--- src/rtl/core/gtp_pkg.sv ---
// ----------------------------------------------------------------------------
// gtp_pkg
// Shared types, constants and helpers of the timecode line parser.
// ----------------------------------------------------------------------------
package gtp_pkg;

	localparam int unsigned POS_W = 5;
	localparam logic [POS_W-1:0] DONE_POS = 5'd23;
	localparam logic [POS_W-1:0] SUM_LEN = 5'd21;
	localparam logic [POS_W-1:0] PCHK2 = 5'd22;
	localparam int unsigned NUM_ACC = 5;
	localparam int unsigned NUM_FLAG = 5;
	localparam int unsigned TDATA_W = 80;

	localparam logic [7:0] CH_NUL = 8'h00;
	localparam logic [7:0] CH_TAB = 8'h09;
	localparam logic [7:0] CH_SPACE = 8'h20;
	localparam logic [7:0] CH_T = 8'h54;
	localparam logic [7:0] CH_2 = 8'h32;
	localparam logic [7:0] CH_0 = 8'h30;
	localparam logic [7:0] CH_4 = 8'h34;
	localparam logic [7:0] CH_9 = 8'h39;
	localparam logic [7:0] CH_PLUS = 8'h2b;
	localparam logic [7:0] CH_MINUS = 8'h2d;
	localparam logic [6:0] MONTH_JUN = 7'd6;
	localparam logic [6:0] MONTH_DEC = 7'd12;

	typedef enum logic [2:0] {
		ST_OK = 3'd0,
		ST_NO_FORMAT = 3'd1,
		ST_NOT_T2 = 3'd2,
		ST_FEW_FIELDS = 3'd3,
		ST_CHECKSUM = 3'd4,
		ST_QUALITY = 3'd5,
		ST_BAD_LEAP = 3'd6
	} status_t;

	typedef enum logic [1:0] {
		LEAP_NONE = 2'd0,
		LEAP_ADD = 2'd1,
		LEAP_DEL = 2'd2,
		LEAP_NOSYNC = 2'd3
	} leap_t;

	typedef struct packed {
		logic [POS_W-1:0] position;
		logic skipping;
		logic [13:0] year_acc;
		logic [NUM_ACC-1:0][6:0] acc;
		logic [NUM_FLAG-1:0][7:0] flags;
		logic [7:0] running_sum;
		logic [7:0] expected_sum;
		status_t error_code;
	} scan_t;

	typedef struct packed {
		status_t status;
		logic [13:0] year;
		logic [6:0] month;
		logic [6:0] day;
		logic [6:0] hour;
		logic [6:0] minute;
		logic [6:0] second;
		logic [7:0] time_quality;
		logic [7:0] freq_quality;
		leap_t leap_state;
		logic [7:0] service_request;
	} result_t;

	// Returns the hex digit value in the low four bits and a valid flag on top.
	function automatic logic [4:0] hex_val(input logic [7:0] c);
		logic [4:0] r;
		r = 5'd0;
		if (c >= 8'h30 && c <= 8'h39) begin
			r = {1'b1, c[3:0]};
		end else if ((c >= 8'h61 && c <= 8'h66) || (c >= 8'h41 && c <= 8'h46)) begin
			r = {1'b1, c[3:0] + 4'd9};
		end
		return r;
	endfunction

endpackage

--- src/rtl/core/gtp_scan.sv ---
// ----------------------------------------------------------------------------
// gtp_scan
// Per-byte scanner state: next-state logic and the state register.
// ----------------------------------------------------------------------------
module gtp_scan (
	input  logic               clk,
	input  logic               arst_n,
	input  logic               step,
	input  logic               last,
	input  logic [7:0]         char_in,
	output gtp_pkg::scan_t     nxt
);

	gtp_pkg::scan_t st_q;
	gtp_pkg::scan_t st_rst;

	always_comb begin
		st_rst = '0;
		st_rst.skipping = 1'b1;
		st_rst.error_code = gtp_pkg::ST_OK;
	end

	always_comb begin
		logic [gtp_pkg::POS_W-1:0] p;
		logic [3:0] d;
		logic [2:0] k;
		logic [4:0] h;
		logic [gtp_pkg::POS_W-1:0] rel;
		p = st_q.position;
		d = char_in[3:0];
		rel = p - 5'd6;
		k = rel[3:1];
		h = gtp_pkg::hex_val(char_in);
		nxt = st_q;
		if (p < gtp_pkg::DONE_POS &&
		    !(st_q.skipping && (char_in == gtp_pkg::CH_SPACE || char_in == gtp_pkg::CH_TAB))) begin
			nxt.skipping = 1'b0;
			if (char_in == gtp_pkg::CH_NUL) begin
				if (st_q.error_code == gtp_pkg::ST_OK) begin
					if (p < 5'd2) begin
						nxt.error_code = gtp_pkg::ST_NO_FORMAT;
					end else if (p < gtp_pkg::PCHK2) begin
						nxt.error_code = gtp_pkg::ST_FEW_FIELDS;
					end
				end
				nxt.position = gtp_pkg::DONE_POS;
			end else begin
				nxt.position = p + 5'd1;
				if (p < gtp_pkg::SUM_LEN) begin
					nxt.running_sum = st_q.running_sum + char_in;
				end
				if (p == 5'd1) begin
					if ((st_q.running_sum != gtp_pkg::CH_T || char_in != gtp_pkg::CH_2) &&
					    st_q.error_code == gtp_pkg::ST_OK) begin
						nxt.error_code = gtp_pkg::ST_NOT_T2;
					end
				end else if (p >= 5'd2 && p <= 5'd15) begin
					if (char_in < gtp_pkg::CH_0 || char_in > gtp_pkg::CH_9) begin
						if (st_q.error_code == gtp_pkg::ST_OK) begin
							nxt.error_code = gtp_pkg::ST_FEW_FIELDS;
						end
						nxt.position = gtp_pkg::DONE_POS;
					end else if (p <= 5'd5) begin
						nxt.year_acc = (st_q.year_acc << 3) + (st_q.year_acc << 1) + {10'd0, d};
					end else begin
						for (int i = 0; i < gtp_pkg::NUM_ACC; i++) begin
							if (k == 3'(i)) begin
								nxt.acc[i] = (st_q.acc[i] << 3) + (st_q.acc[i] << 1) + {3'd0, d};
							end
						end
					end
				end else if (p >= 5'd16 && p <= 5'd20) begin
					for (int i = 0; i < gtp_pkg::NUM_FLAG; i++) begin
						if (p == 5'(16 + i)) begin
							nxt.flags[i] = char_in;
						end
					end
				end else if (p == gtp_pkg::SUM_LEN) begin
					if (!h[4]) begin
						if (st_q.error_code == gtp_pkg::ST_OK) begin
							nxt.error_code = gtp_pkg::ST_FEW_FIELDS;
						end
						nxt.position = gtp_pkg::DONE_POS;
					end else begin
						nxt.expected_sum = {4'd0, h[3:0]};
					end
				end else if (p == gtp_pkg::PCHK2) begin
					if (h[4]) begin
						nxt.expected_sum = {st_q.expected_sum[3:0], h[3:0]};
					end
					nxt.position = gtp_pkg::DONE_POS;
				end
			end
		end
	end

	always_ff @(posedge clk or negedge arst_n) begin
		if (!arst_n) begin
			st_q <= st_rst;
		end else if (step) begin
			st_q <= last ? st_rst : nxt;
		end
	end

endmodule

--- src/rtl/core/gtp_eval.sv ---
// ----------------------------------------------------------------------------
// gtp_eval
// Final checks of a finished line and decoding of the leap state.
// ----------------------------------------------------------------------------
module gtp_eval (
	input  gtp_pkg::scan_t   st,
	output gtp_pkg::result_t res
);

	always_comb begin
		gtp_pkg::status_t s;
		gtp_pkg::leap_t lp;
		logic leap_month;
		s = st.error_code;
		lp = gtp_pkg::LEAP_NONE;
		leap_month = (st.acc[0] == gtp_pkg::MONTH_JUN) || (st.acc[0] == gtp_pkg::MONTH_DEC);
		if (s == gtp_pkg::ST_OK && st.position < 5'd2) begin
			s = gtp_pkg::ST_NO_FORMAT;
		end
		if (s == gtp_pkg::ST_OK && st.position < gtp_pkg::PCHK2) begin
			s = gtp_pkg::ST_FEW_FIELDS;
		end
		if (s == gtp_pkg::ST_OK && st.running_sum != st.expected_sum) begin
			s = gtp_pkg::ST_CHECKSUM;
		end
		if (s == gtp_pkg::ST_OK && st.flags[0] > gtp_pkg::CH_4) begin
			s = gtp_pkg::ST_QUALITY;
		end
		if (s == gtp_pkg::ST_OK) begin
			if (st.flags[4] != gtp_pkg::CH_0) begin
				lp = gtp_pkg::LEAP_NOSYNC;
			end else if (st.flags[2] == gtp_pkg::CH_0) begin
				lp = gtp_pkg::LEAP_NONE;
			end else if (st.flags[2] == gtp_pkg::CH_PLUS) begin
				lp = leap_month ? gtp_pkg::LEAP_ADD : gtp_pkg::LEAP_NONE;
			end else if (st.flags[2] == gtp_pkg::CH_MINUS) begin
				lp = leap_month ? gtp_pkg::LEAP_DEL : gtp_pkg::LEAP_NONE;
			end else begin
				s = gtp_pkg::ST_BAD_LEAP;
			end
		end
		res = '0;
		res.status = s;
		if (s == gtp_pkg::ST_OK) begin
			res.year = st.year_acc;
			res.month = st.acc[0];
			res.day = st.acc[1];
			res.hour = st.acc[2];
			res.minute = st.acc[3];
			res.second = st.acc[4];
			res.time_quality = st.flags[0];
			res.freq_quality = st.flags[1];
			res.leap_state = lp;
			res.service_request = st.flags[3];
		end
	end

endmodule

--- src/rtl/core/gps_t2_timecode_parser.sv ---
// ----------------------------------------------------------------------------
// gps_t2_timecode_parser
// Byte-serial parser of a format 2 timecode line with one result per line.
//
//   Channel  Dir  tdata / tuser                          Marks
//   s_axis   in   tdata: char_in[7:0]                    tlast = line_end
//   m_axis   out  tdata: decoded fields, tuser: status   one per line
//
// One byte is accepted per cycle while the input register is not stalled.
// A byte is held in an input register and then scanned into the scanner
// state, and a final byte loads the line result into the output register.
// Only a final byte waits for a free output register, so a stalled result
// holds back the input only when the next line ends. Reset clears the
// scanner to the start of a line and empties both registers.
// ----------------------------------------------------------------------------
module gps_t2_timecode_parser (
	input  logic                          clk,
	input  logic                          arst_n,
	input  logic                          s_axis_tvalid,
	output logic                          s_axis_tready,
	input  logic [7:0]                    s_axis_tdata,   // char_in[7:0]
	input  logic                          s_axis_tlast,
	output logic                          m_axis_tvalid,
	input  logic                          m_axis_tready,
	// year[13:0], month[20:14], day[27:21], hour[34:28], minute[41:35],
	// second[48:42], time_quality[56:49], freq_quality[64:57],
	// leap_state[66:65], service_request[74:67], zero fill [79:75]
	output logic [gtp_pkg::TDATA_W-1:0]   m_axis_tdata,
	output logic [2:0]                    m_axis_tuser    // status[2:0]
);

	logic valid_s1;
	logic [7:0] char_s1;
	logic last_s1;
	logic advance;
	gtp_pkg::scan_t nxt;
	gtp_pkg::result_t res;
	gtp_pkg::result_t res_q;
	logic out_valid_q;

	assign advance = valid_s1 && (!last_s1 || !out_valid_q || m_axis_tready);
	assign s_axis_tready = !valid_s1 || advance;

	always_ff @(posedge clk or negedge arst_n) begin
		if (!arst_n) begin
			valid_s1 <= 1'b0;
		end else if (s_axis_tready) begin
			valid_s1 <= s_axis_tvalid;
		end
	end

	always_ff @(posedge clk) begin
		if (s_axis_tready && s_axis_tvalid) begin
			char_s1 <= s_axis_tdata;
			last_s1 <= s_axis_tlast;
		end
	end

	gtp_scan u_scan (
		.clk     (clk),
		.arst_n  (arst_n),
		.step    (advance),
		.last    (last_s1),
		.char_in (char_s1),
		.nxt     (nxt)
	);

	gtp_eval u_eval (
		.st  (nxt),
		.res (res)
	);

	always_ff @(posedge clk or negedge arst_n) begin
		if (!arst_n) begin
			out_valid_q <= 1'b0;
		end else if (advance && last_s1) begin
			out_valid_q <= 1'b1;
		end else if (m_axis_tready) begin
			out_valid_q <= 1'b0;
		end
	end

	always_ff @(posedge clk) begin
		if (advance && last_s1) begin
			res_q <= res;
		end
	end

	assign m_axis_tvalid = out_valid_q;
	assign m_axis_tuser = res_q.status;
	assign m_axis_tdata = {5'd0, res_q.service_request, res_q.leap_state,
	                       res_q.freq_quality, res_q.time_quality, res_q.second,
	                       res_q.minute, res_q.hour, res_q.day, res_q.month,
	                       res_q.year};

	a_err_zero: assert property (@(posedge clk) disable iff (!arst_n)
		m_axis_tvalid && m_axis_tuser != gtp_pkg::ST_OK |-> m_axis_tdata == '0)
		else $error("failed line result carries nonzero fields");

	a_status_range: assert property (@(posedge clk) disable iff (!arst_n)
		m_axis_tvalid |-> m_axis_tuser <= gtp_pkg::ST_BAD_LEAP)
		else $error("result status out of range");

	a_no_extra: assert property (@(posedge clk) disable iff (!arst_n)
		!(advance && last_s1) && m_axis_tvalid && m_axis_tready |=> !m_axis_tvalid)
		else $error("result appeared without a final byte");

	a_last_waits: assert property (@(posedge clk) disable iff (!arst_n)
		valid_s1 && last_s1 && m_axis_tvalid && !m_axis_tready |-> !s_axis_tready)
		else $error("final byte taken while result still pending");

endmodule

--- config.mk ---
export PLATFORM = sky130hd
export DESIGN_NAME = gps_t2_timecode_parser
export DESIGN_NICKNAME = d
export VERILOG_FILES = /design/src/rtl/core/gtp_pkg.sv /design/src/rtl/core/gtp_scan.sv /design/src/rtl/core/gtp_eval.sv /design/src/rtl/core/gps_t2_timecode_parser.sv
export SDC_FILE = /design/constraint.sdc
export NUM_CORES = 1
export LEC_CHECK = 0
export ABC_AREA = 1
export ABC_CLOCK_PERIOD_IN_PS = 4200
export BUFFER_PORTS_ARGS = -buffer_cell sky130_fd_sc_hd__clkbuf_2
export CORE_AREA = 10 10 215 217
export DETAILED_ROUTE_END_ITERATION = 7
export DIE_AREA = 0 0 225 227
export MAX_ROUTING_LAYER = met4
export PLACE_DENSITY_LB_ADDON = 0.25
export RECOVER_POWER = 50
export SLEW_MARGIN = 20
export SYNTH_ARGS = -nofsm -noshare
export SYNTH_HDL_FRONTEND = slang
export SYNTH_SLANG_ARGS = --single-unit
--- constraint.sdc ---
create_clock -name clk -period 4.2 [get_ports clk]
set_clock_uncertainty 0.05 [all_clocks]
set_input_delay 0.84 -clock clk [delete_from_list [all_inputs] [get_ports clk]]
set_output_delay 0.84 -clock clk [all_outputs]
set_load 0.01 [all_outputs]
==> results.txt <==
- Detailed placement finished with a half-perimeter wire length of 23700 µm.
* Number of synthesis warnings: 0
- Based on the critical path, the design can be clocked at up to 263 MHz.
* Count of final setup violators: 0
* Clk pwr share: 0.324
- Antenna cell count: 0
* Most frequent cells after synthesis: nand2_1, inv_1, o21ai_0
* Worst reg2reg path depth: 13
- Measured against its own limit, the worst slew margin works out to -1.09.
* Share of post-route cells with drive strength above 1: 0.127
* Cell type contributing the most total cell area after synthesis: dfrtp_1
- The checks that failed: max-capacitance violations, max-slew violations.
- Relative area change from synthesis to final layout: 13.9%
- Of all nets on the critical path, the largest fanout is 8.
- The share of total power dissipated in sequential elements is 0.376.
- After detailed routing, the total wire length is 33500 µm.
- Final worst path period need: 3800 ps
- In this run, synthesis produced a sequential element count of 203.
* Number of buffers on the longest clock path: 3
* Final count of hold timing violations: 0
- Core Box Area: 0.0418 mm²
* Minimum setup slack after placement: 334 ps
- For met3 alone, demand over resource in global routing was 0.0180.
- For this run, global-route usage on met2 was measured as 0.226.
* Initial antenna violation count: 0
- Starting Density: 0.299
* Setup TNS: 0 ps
- Leakage power figure: 6.05 nW
- Post-route ant nets: 0
* Via density per instance: 4.76
* Pwr/cell area: approximately 460 mW/mm²
- Routability-driven placement finished with a final weighted congestion of roughly 0.86.
* Internal power: roughly 4 mW
* Most numerous cell in the Yosys netlist: nand2_1
- Largest stage delay on the critical path: between 600 and 700 ps
* Sequential fraction of the synthesis area: 0.442
- CTS built an H-tree with a depth of 1.
- Measured along the y axis, the die boundary spans 227 µm.
- During I/O placement, the number of pins put on the boundary was 98.
- Summing over every cut layer, the via total after detailed routing is 9720.
* EDFF count, synth: 87
- The run finished, with violations left.
- Global-route wire length before repair: 53800 µm
- After detailed routing, the average wire length per cell comes to around 16 µm.
- Clk pin slew, worst setup/hold paths: approximately 70 ps
- In this run the clock root is driven by a clkbuf_16.
* Net switching component of the power: 2.36 mW
- Crit start category: flop
* Placement Rows: between 70 and 80
- Buffers inserted during clock tree synthesis total 23.
- Initial drt markers: 565
* Gates resized, CTS repair: 0
- Hold/Removal Path Class: flop to flop
* Buffers added on ports: 92
- For this run, asynchronously set or reset flops after synthesis account for 0.571.
- After synthesis the cells add up to 0.0125 mm².
- CTS Sinks: 203
- Clock latency on the worst-skew pair: 520 ps
* Crit share post-route: 0.905
- The largest individual stage delay along the critical path comes from the cell edfxtp_1.
* Peak supply drop: approximately 0.22 mV
* Sequence of cells on the critical path: buf_4, fa_1, inv_1, fa_1, o21ai_0, nand2_1, o211ai_1, nand2_1, nand2_1, a21oi_1, xor2_1, o21ai_0, nor3_2
- Number of global-route vias before repair: 9666
- Top_reg_cell synth: dfrtp_1
- Final nets: 1591
- The critical path in this run is classified as flop to flop.
- For this run the aggregate overflow at the end of global routing stands at 0.
- TritonCTS clock tree: yes
- Sort of element at the end of the critical path: flop
- Max-cap violations in this run came to 2.
- After global routing, the most crowded layer is met2.
- Area contributors post-synth: dfrtp_1, edfxtp_1, nand2_1, ha_1, nor3_2
* All-layer global routing usage: 0.134
- Post-route DRC violation count: 0
- Final worst slack: approximately 400 ps
* Yosys top cell area share: 0.231
* Cell depth of the worst min-delay path: 2
- For the pin with the worst max-slew slack, the measured transition is 3140 ps.
* Library cells used by synthesis: between 40 and 50
* Max-slew violations: 51
- Largest net degree at the start of global routing: 70
- Fin util: 0.340
- Logic gate share of total power: 0.300
* Initial DRT Pass Iterations: 5
- The number of hold buffers added after CTS was 0.
* Die width: 225 µm
* RSZ-0062 raised after global routing: no
* Mean cell area of the mapped netlist: 8.96 µm²
* Number of instances in the synthesized netlist: ~1400
- Data arrives at the worst endpoint at 4010 ps.
- Required @ worst endpoint: 4410 ps
- Dominant cell type by count on the critical path: nand2_1
* Post-CTS Repair Setup Buffers: 0
- The die covers ~0.051 mm².
* GR Util met1: 0.168
- Fraction of power spent switching nets: 0.364
==> flip-flops by register name, summed over array words and instances (netlist names) <==
name           count
m_axis_tuser       3
u_scan.st_q      114
m_axis_tvalid      1
m_axis_tdata      75
valid_s1           1
last_s1            1
char_s1            8
==> path summary, 6_finish.rpt <==
| kind | start | endpoint | slack [ps] |
|---|---|---|---|
| hold reg to reg | u_scan.st_q[8]$_DFFE_PN0P_ | u_scan.st_q[8]$_DFFE_PN0P_ | 430 |
| max in group asynchronous | arst_n | u_scan.st_q[4]$_DFFE_PN0P_ | 1000 |
| hold / removal | u_scan.st_q[8]$_DFFE_PN0P_ | u_scan.st_q[8]$_DFFE_PN0P_ | 430 |
| setup / recovery | char_s1[3]$_DFFE_PP_ | m_axis_tdata[12]$_SDFFCE_PP0P_ | 400 |
| min in group asynchronous | arst_n | u_scan.st_q[71]$_DFFE_PN0P_ | 1290 |
| setup reg to reg | char_s1[3]$_DFFE_PP_ | m_axis_tdata[12]$_SDFFCE_PP0P_ | 400 |
==> stage by stage <==
step,cell area [µm²],hold slack [ps],cells,total power [mW]
floorplan,12500,398,1399,3.90
global placement,13600,412,1999,4.43
detailed placement,13600,416,1999,4.44
CTS,14300,351,2040,6.55
global route,14200,433,2040,6.90
finish,14200,434,2040,6.48
==> cell families (layout without fill, tap and decap cells) <==
| family | after synthesis | count (layout) | synth area share |
|---|---|---|---|
| buffers and inverters | 232 | 334 | 0.0824 |
| xor gates and xnor gates | 42 | 42 | 0.0295 |
| DFF | 203 | 203 | 0.442 |
| adders and majority gates | 93 | 93 | 0.101 |
| and+or+nand+nor | 552 | 552 | 0.226 |
| other | 1 | 7 | 0.000300 |
| AOI/OAI and AO/OA | 270 | 270 | 0.118 |
==> per-layer routing <==
layer  vias to the layer above  part of all wire
li1                       4873                 -
met1                      4641              0.46
met2                       160              0.48
met3                        46             0.037
met4                         0             0.019
met5                         -                 0
==> power by group through the flow <==
stage / logic [mW] / registers [mW] / clock network (mW)
after CTS: 1.97 / 2.44 / 2.14
after global placement: 1.96 / 2.47 / 0
after floorplan: 1.48 / 2.42 / 0
final: 1.94 / 2.44 / 2.10
after detailed placement: 1.96 / 2.48 / 0
after global routing: 2.22 / 2.46 / 2.22
==> placed cells by master, fill, tap and decap left out, types with 12 or more instances in the layout <==
| cell | Yosys | routed |
|---|---|---|
| nor2_1 | 59 | 59 |
| o22ai_1 | 57 | 57 |
| a21oi_1 | 38 | 38 |
| edfxtp_1 | 87 | 87 |
| inv_1 | 158 | 158 |
| nor3_2 | 71 | 71 |
| buf_4 | 10 | 21 |
| clkbuf_16 | 0 | 23 |
| o21ai_1 | 18 | 17 |
| nand3_1 | 46 | 46 |
| nand2_1 | 306 | 305 |
| xor2_1 | 22 | 22 |
| dfrtp_1 | 115 | 115 |
| o21ai_0 | 140 | 141 |
| clkbuf_1 | 30 | 90 |
| xnor2_1 | 20 | 20 |
| fa_1 | 13 | 13 |
| nand4_1 | 17 | 17 |
| ha_1 | 80 | 80 |
| inv_2 | 13 | 12 |
| nor3_1 | 15 | 15 |
==> layout make-up <==
class	count	area, µm²
clock buffers	28	614
clock inverters	13	164
fillers	4307	27500
inverters	173	653
multi-input cells	964	5980
flip-flops and latches	203	5520
well taps	539	674
repair buffers	120	611
==> critical path, delay by kind of cell, from the launching register on <==
kind | cells | cell delay [ps]
and+or+nand+nor | 4 | 370
buffers and inverters | 2 | 370
DFF | 1 | 640
adders and majority gates | 2 | 1030
AOI/OAI and AO/OA | 4 | 920
xor gates and xnor gates | 1 | 140
Power figures use the tool's default switching activity.
